$ cat src/sv/ptw4_pkg.sv
// Package: item types, status and page size codes, controller-datapath link types.
`default_nettype none

package ptw4_pkg;

	// Input word: one table write or one translation request
	typedef struct packed {
		logic        kind;
		logic [12:0] word_index;
		logic [63:0] entry_word;
		logic [47:0] virt_addr;
	} in_item_t;

	// Output word: one answer per accepted input word
	typedef struct packed {
		logic [1:0]  status;
		logic [51:0] phys_addr;
		logic [1:0]  pg_size;
	} out_item_t;

	// Item kinds
	localparam logic KIND_WRITE     = 1'b0;
	localparam logic KIND_TRANSLATE = 1'b1;

	// Answer status codes
	localparam logic [1:0] ST_MAPPED  = 2'd0;
	localparam logic [1:0] ST_ABSENT  = 2'd1;
	localparam logic [1:0] ST_OUTSIDE = 2'd2;
	localparam logic [1:0] ST_WRITTEN = 2'd3;

	// Page size codes
	localparam logic [1:0] SZ_4K = 2'd0;
	localparam logic [1:0] SZ_2M = 2'd1;
	localparam logic [1:0] SZ_1G = 2'd2;

	// Walk levels
	localparam logic [1:0] LVL_TOP  = 2'd0;
	localparam logic [1:0] LVL_1G   = 2'd1;
	localparam logic [1:0] LVL_2M   = 2'd2;
	localparam logic [1:0] LVL_LAST = 2'd3;

	// Answer source selects
	localparam logic [1:0] RES_WRITE    = 2'd0;
	localparam logic [1:0] RES_ROOT_OUT = 2'd1;
	localparam logic [1:0] RES_WALK     = 2'd2;

	// Commands from controller to datapath
	typedef struct packed {
		logic       clr_en;
		logic       wr_en;
		logic       rd_first;
		logic       rd_next;
		logic [1:0] level;
		logic [1:0] res_sel;
		logic       out_load;
		logic       load_va;
	} dp_cmd_t;

	// Status from datapath to controller
	typedef struct packed {
		logic clr_last;
		logic root_out;
		logic walk_cont;
	} dp_sts_t;

endpackage

`default_nettype wire

$ cat src/sv/ptw4_ctrl.sv
// Controller: state machine sequencing clear pass, writes and table walks.
`default_nettype none

module ptw4_ctrl
	import ptw4_pkg::*;
(
	input  wire logic    clk,
	input  wire logic    arst_n,
	input  wire logic    in_valid,
	input  wire logic    in_kind,
	output logic         in_ready,
	input  wire logic    out_ready,
	output logic         out_valid,
	input  wire dp_sts_t sts,
	output dp_cmd_t      cmd
);

	localparam logic [1:0] S_CLEAR = 2'd0;
	localparam logic [1:0] S_IDLE  = 2'd1;
	localparam logic [1:0] S_RESP  = 2'd2;
	localparam logic [1:0] S_WALK  = 2'd3;

	logic [1:0] state_q, state_d;
	logic [1:0] level_q, level_d;
	logic [1:0] res_q, res_d;
	logic       out_valid_q;
	logic       accept;
	logic       out_free;

	assign in_ready  = (state_q == S_IDLE);
	assign accept    = in_valid && in_ready;
	assign out_free  = !out_valid_q || out_ready;
	assign out_valid = out_valid_q;

	// Decode next state and datapath commands
	always_comb begin
		state_d = state_q;
		level_d = level_q;
		res_d   = res_q;
		cmd          = '0;
		cmd.level    = level_q;
		cmd.res_sel  = res_q;
		case (state_q)
			S_CLEAR: begin
				cmd.clr_en = 1'b1;
				if (sts.clr_last) begin
					state_d = S_IDLE;
				end
			end
			S_IDLE: begin
				if (accept) begin
					cmd.load_va = 1'b1;
					if (in_kind == KIND_WRITE) begin
						cmd.wr_en = 1'b1;
						res_d     = RES_WRITE;
						state_d   = S_RESP;
					end else if (sts.root_out) begin
						res_d   = RES_ROOT_OUT;
						state_d = S_RESP;
					end else begin
						cmd.rd_first = 1'b1;
						level_d      = LVL_TOP;
						state_d      = S_WALK;
					end
				end
			end
			S_RESP: begin
				if (out_free) begin
					cmd.out_load = 1'b1;
					state_d      = S_IDLE;
				end
			end
			S_WALK: begin
				if (sts.walk_cont) begin
					cmd.rd_next = 1'b1;
					level_d     = level_q + 2'd1;
				end else begin
					cmd.res_sel = RES_WALK;
					if (out_free) begin
						cmd.out_load = 1'b1;
						state_d      = S_IDLE;
					end
				end
			end
			default: begin
				state_d = S_CLEAR;
			end
		endcase
	end

	// Hold state, level and answer source
	always_ff @(posedge clk or negedge arst_n) begin
		if (!arst_n) begin
			state_q <= S_CLEAR;
			level_q <= LVL_TOP;
			res_q   <= RES_WRITE;
		end else begin
			state_q <= state_d;
			level_q <= level_d;
			res_q   <= res_d;
		end
	end

	// Output word valid: set on load, drop when taken
	always_ff @(posedge clk or negedge arst_n) begin
		if (!arst_n) begin
			out_valid_q <= 1'b0;
		end else if (cmd.out_load) begin
			out_valid_q <= 1'b1;
		end else if (out_ready) begin
			out_valid_q <= 1'b0;
		end
	end

endmodule

`default_nettype wire

$ cat config.mk
export PLATFORM = sky130hd
export DESIGN_NAME = ptw4_ctrl
export DESIGN_NICKNAME = d
export VERILOG_FILES = /design/src/sv/ptw4_pkg.sv /design/src/sv/ptw4_ctrl.sv
export SDC_FILE = /design/constraint.sdc
export NUM_CORES = 1
export LEC_CHECK = 0
export BUFFER_PORTS_ARGS = -buffer_cell sky130_fd_sc_hd__buf_2
export CORE_AREA = 3 3 40 42
export CTS_BUF_LIST = sky130_fd_sc_hd__clkbuf_16
export DETAILED_ROUTE_END_ITERATION = 8
export DIE_AREA = 0 0 43 45
export PLACE_DENSITY_LB_ADDON = 0.12
export SYNTH_ARGS = -nofsm -noshare
export SYNTH_HDL_FRONTEND = slang
export SYNTH_SLANG_ARGS = --single-unit
$ cat constraint.sdc
create_clock -name clk -period 3 [get_ports clk]
set_input_delay 0.45 -clock clk [delete_from_list [all_inputs] [get_ports clk]]
set_output_delay 0.45 -clock clk [all_outputs]
set_load 0.02 [all_outputs]
# Yosys cells after proc, flatten, opt, wreduce, memory -nomap -nowiden
# Index checks and enable logic that the tools add are counted.
[totals]
register_bits = 7
latch_bits = 0
ramBits = 0
romBits = 0
inputBits = 8
out_inout_bits = 12
elab_cells = 54
mem_count = 0
[op_classes]
add_sub_neg = 1
n_mul = 0
div = 0
magnitude_cmp = 0
n_eq_ne = 10
n_shift = 0
mux = 30
bitwise = 0
n_reduce_logical = 9
[op_table]
columns = ["cell", "count"]
rows = [
  ["2-to-1 mux 2 bit", 14],
  ["2-to-1 mux 1 bit", 12],
  ["!= test 2 bit (second input constant)", 5],
  ["case mux 2 bit (4 select lines)", 1],
  ["AND reduction 3 bit", 2],
  ["AND reduction 5 bit", 1],
  ["equality test 2 bit (second input constant)", 2],
  ["!= test 2 x 1 -> 1 bit (second input constant)", 2],
  ["case mux 2 bit (2 select lines)", 1],
  ["nonzero test 2 bit", 2],
  ["2-to-1 mux 3 bit", 1],
  ["adder 2 x 1 -> 2 bit (second input constant)", 1],
  ["equality test 2 x 1 -> 1 bit (second input constant)", 1],
  ["logical NOT 2 bit", 1],
  ["case mux 1 bit (2 select lines)", 1],
  ["logical AND 1 bit", 1],
  ["logical NOT 1 bit", 1],
  ["logical OR 1 bit", 1],
]

# Logic depth before layout (Yosys ltp)
[depth]
depth_word = 6
ltp_mapped = 4

# Least setup slack after synthesis
# OpenSTA, ideal clock, no wires.
[synth_timing]
path_kind = "flip-flop to output port"
start = "register state_q[0]"
end = "output cmd[7] (netlist bit)"
arrival_ns = 1.216
required_time_ns = 2.550
setup_slack_ns = 1.334
stages_incl_launch_ff = 4
cell_sequence = "dfrtp_1 > and2b_2 > nand2_1 > nor3_1"
[synth_lines]
columns = ["element", "line_no", "source"]
rows = [
  ["start, declared", "ptw4_ctrl.sv:23", "logic [1:0] state_q, state_d;"],
  ["start signal, assigned", "ptw4_ctrl.sv:98", "state_q <= state_d;"],
  ["end, declared", "ptw4_ctrl.sv:15", "output dp_cmd_t cmd"],
]

==> reports/qor.yml <==
final_layout:
  area_growth_syn_to_layout_pct: 53.45
  nets: 70
  drive_above_1_share_pct: 43.33
  fin_area_um2: 528.0
  diodes: 0
synth:
  synthesis.nets: 47
  ys_seq_area_share_pct: 43.64
  yosysTopAreaCellShare_pct: 43.64
  synth_warnings: 0
  synthCells: 39
  synth_area_leaders: "dfrtp_1, nand2_1, and3_1"
  synth_area_um2: 344.1
  synth_top_area_cell: "dfrtp_1"
  ys_ff_latch: 6
  synth_area_per_cell_um2: 8.823
  ys_types: 21
floorplan:
  die_x_um: 43
  die_area_mm2: 0.001935
  die_h_um: 45
  pin_count: 20
  core_mm2: 0.001285
  row_count: 13
  start_util_pct: 26.78
clocking:
  h-tree-depth: 1
  clock_path_buffers: 2
  cts_root_buffer: "clkbuf_16"
  cts_buffers: 3
  tritoncts: "done"
  cts_setup_buffers: 0
  clkTransAtPathRegs_ps: 30
  clkSinkCount: 6
  post_cts_resized: 0
  clk_latency_ps: 230
  cts_hold_buf: 0
pwr:
  vdd_drop_max_uv: 436.4
  pwr_density_cell_mw_per_mm2: 1247
  power.total_mw: 0.6585
  p_leak_nw: 0.3006
critical_path:
  worstPathArrival_ps: 1350
  cp_num_buf_inv: 1
  slowest_delay_ps: 470
  cp-end-kind: "output pin"
  worstSetupPathType: "flop to output pin"
  startpoint_type: "flop"
  critPathMaxFanout: 11
  ff2ff_path_depth: 4
  r2r-start: "state_q[1]"
  crit_family: "simple AND/OR/NAND/NOR gates"
  slowest_stage: "dfrtp_1"
  ff2ff_setup_slack_ps: 1800
  crit_chain: "and2b_2 > nand2_1 > nor3_1 > buf_2"
  r2r-end: "state_q[1]"
  required_ps: 2550
placed_design:
  io_buffer_count: 19
  place.gp.congestion: 0.6816
  hpwl_um: 646.5
  placed_area_um2: 452.9
timing:
  hold_slack_ps: 43.80
  period_needed_ps: 1804
  finalHoldViolCount: 0
  final_max_slew_viol_count: 0
  fin_skew_ps: 0.4835
  fmax_mhz: 554.4
  rsz0062_at_grt: "no"
  setup_viol: 0
  slew_headroom_pct: 81.06
  tns_ps: 0
  post-route-period-util_pct: 60.12
  worstMarginPinSlew_ps: 284.1
global_route:
  track_usage_pct: 9.273
  antenna_found_initial: 0
  grt_first_pass_wirelength_um: 1221
  grt_pass1_vias: 290
  grt.overflow.total: 0
  grt_max_degree: 12
route:
  vias: 350
  drc: 0
  avgRoutedWirePerCell_um: 10.95
  wl_um: 821
  ant_nets: 0
  drtPass1Iterations: 3
  drt_iter0_markers: 4
  viasPerCell: 4.667
job:
  drv_cap: 0
status:
  status: "finished clean"
min_path:
  min_path_type: "input port to asynchronous set/reset pin"
[metrics by stage]
stage / worst slack (ps) / utilization, % / instances
2_1_floorplan: 1334 / - / 39
3_3_place_gp: 1453 / 35.25 / 72
3_5_place_dp: 1449 / 35.25 / 72
4_1_cts: 1191 / 41.09 / 75
5_1_grt: 1123 / 41.09 / 75
6_report: 1196 / 41.09 / 75
[area by class of cell]
cell class              instances  area (µm²)
multi-input cells              30       181.4
repair buffers                 19       95.09
well taps                      15       18.77
flip-flops and latches          6       150.1
fillers                       139       757.0
clock buffers                   3       75.07
inverters                       2       7.507
[power breakdown]
group,total [mW],switching [mW],internal [mW]
sequential,0.168,0.0478,0.120
clock,0.216,0.0445,0.171
combinational,0.275,0.159,0.116
total,0.659,0.251,0.408
[worst max-delay path by stage]
stage | from | to | depth (start not counted)
after floorplan | state_q[0] | cmd[7] | 3
after global placement | state_q[1] | cmd[7] | 4
after detailed placement | state_q[1] | cmd[7] | 4
after CTS | state_q[1] | cmd[7] | 4
after global routing | state_q[1] | cmd[7] | 4
final | state_q[1] | cmd[7] | 4
[placed cells by master, fill, tap and decap left out, types with 2 or more instances in the layout]
cell type	instances
buf_2	19
nand2_1	7
dfrtp_1	6
nor2_1	3
clkbuf_16	3
inv_1	2
nand2b_1	2
and3_1	2
nor2b_1	2
o21ai_0	2
[cell usage after synthesis]
cell and number:
and3_1 2, nand2_2 1, nor2_1 3, mux2i_1 1
nand2b_1 2, a22o_1 1, nor3_1 1, buf_2 1
o21ai_0 2, a21o_1 1, dfrtp_1 6, a2bb2oi_1 1
inv_1 2, a22o_2 1, o22ai_1 1, o31a_1 1
nand2_1 7, and2b_2 1, o2bb2ai_1 1, and3_2 1
nor2b_1 2
[logic make-up (layout without fill, tap and decap cells)]
group                  Yosys count  count (layout)  share of synthesized area, %
AO/OA/AOI/OAI                    9               9                         20.00
buffers and inverters            3              24                         3.636
flip-flops                       6               6                         43.64
multiplexers                     1               1                         2.909
AND/OR/NAND/NOR                 20              20                         29.82
[state kept, by name, indices dropped and copies added (netlist names)]
signal,count
res_q,1
state_q,2
out_valid,1
level_q,2
[metal layers]
metal	global-route usage, %	vias up	part of all wire [%]
met5	0	-	0
met4	5.422	0	1.1
met1	11.68	151	50
met3	6.375	2	11
met2	11.38	18	38
li1	-	179	-
[worst reg2reg max path: cells and delay by family (launching register included)]
kind,cells,cell delay [ps]
DFF,1,490
and+or+nand+nor,2,370
AOI/OAI and AO/OA,1,150
buffers and inverters,1,80
Power figures use the tool's default switching activity.
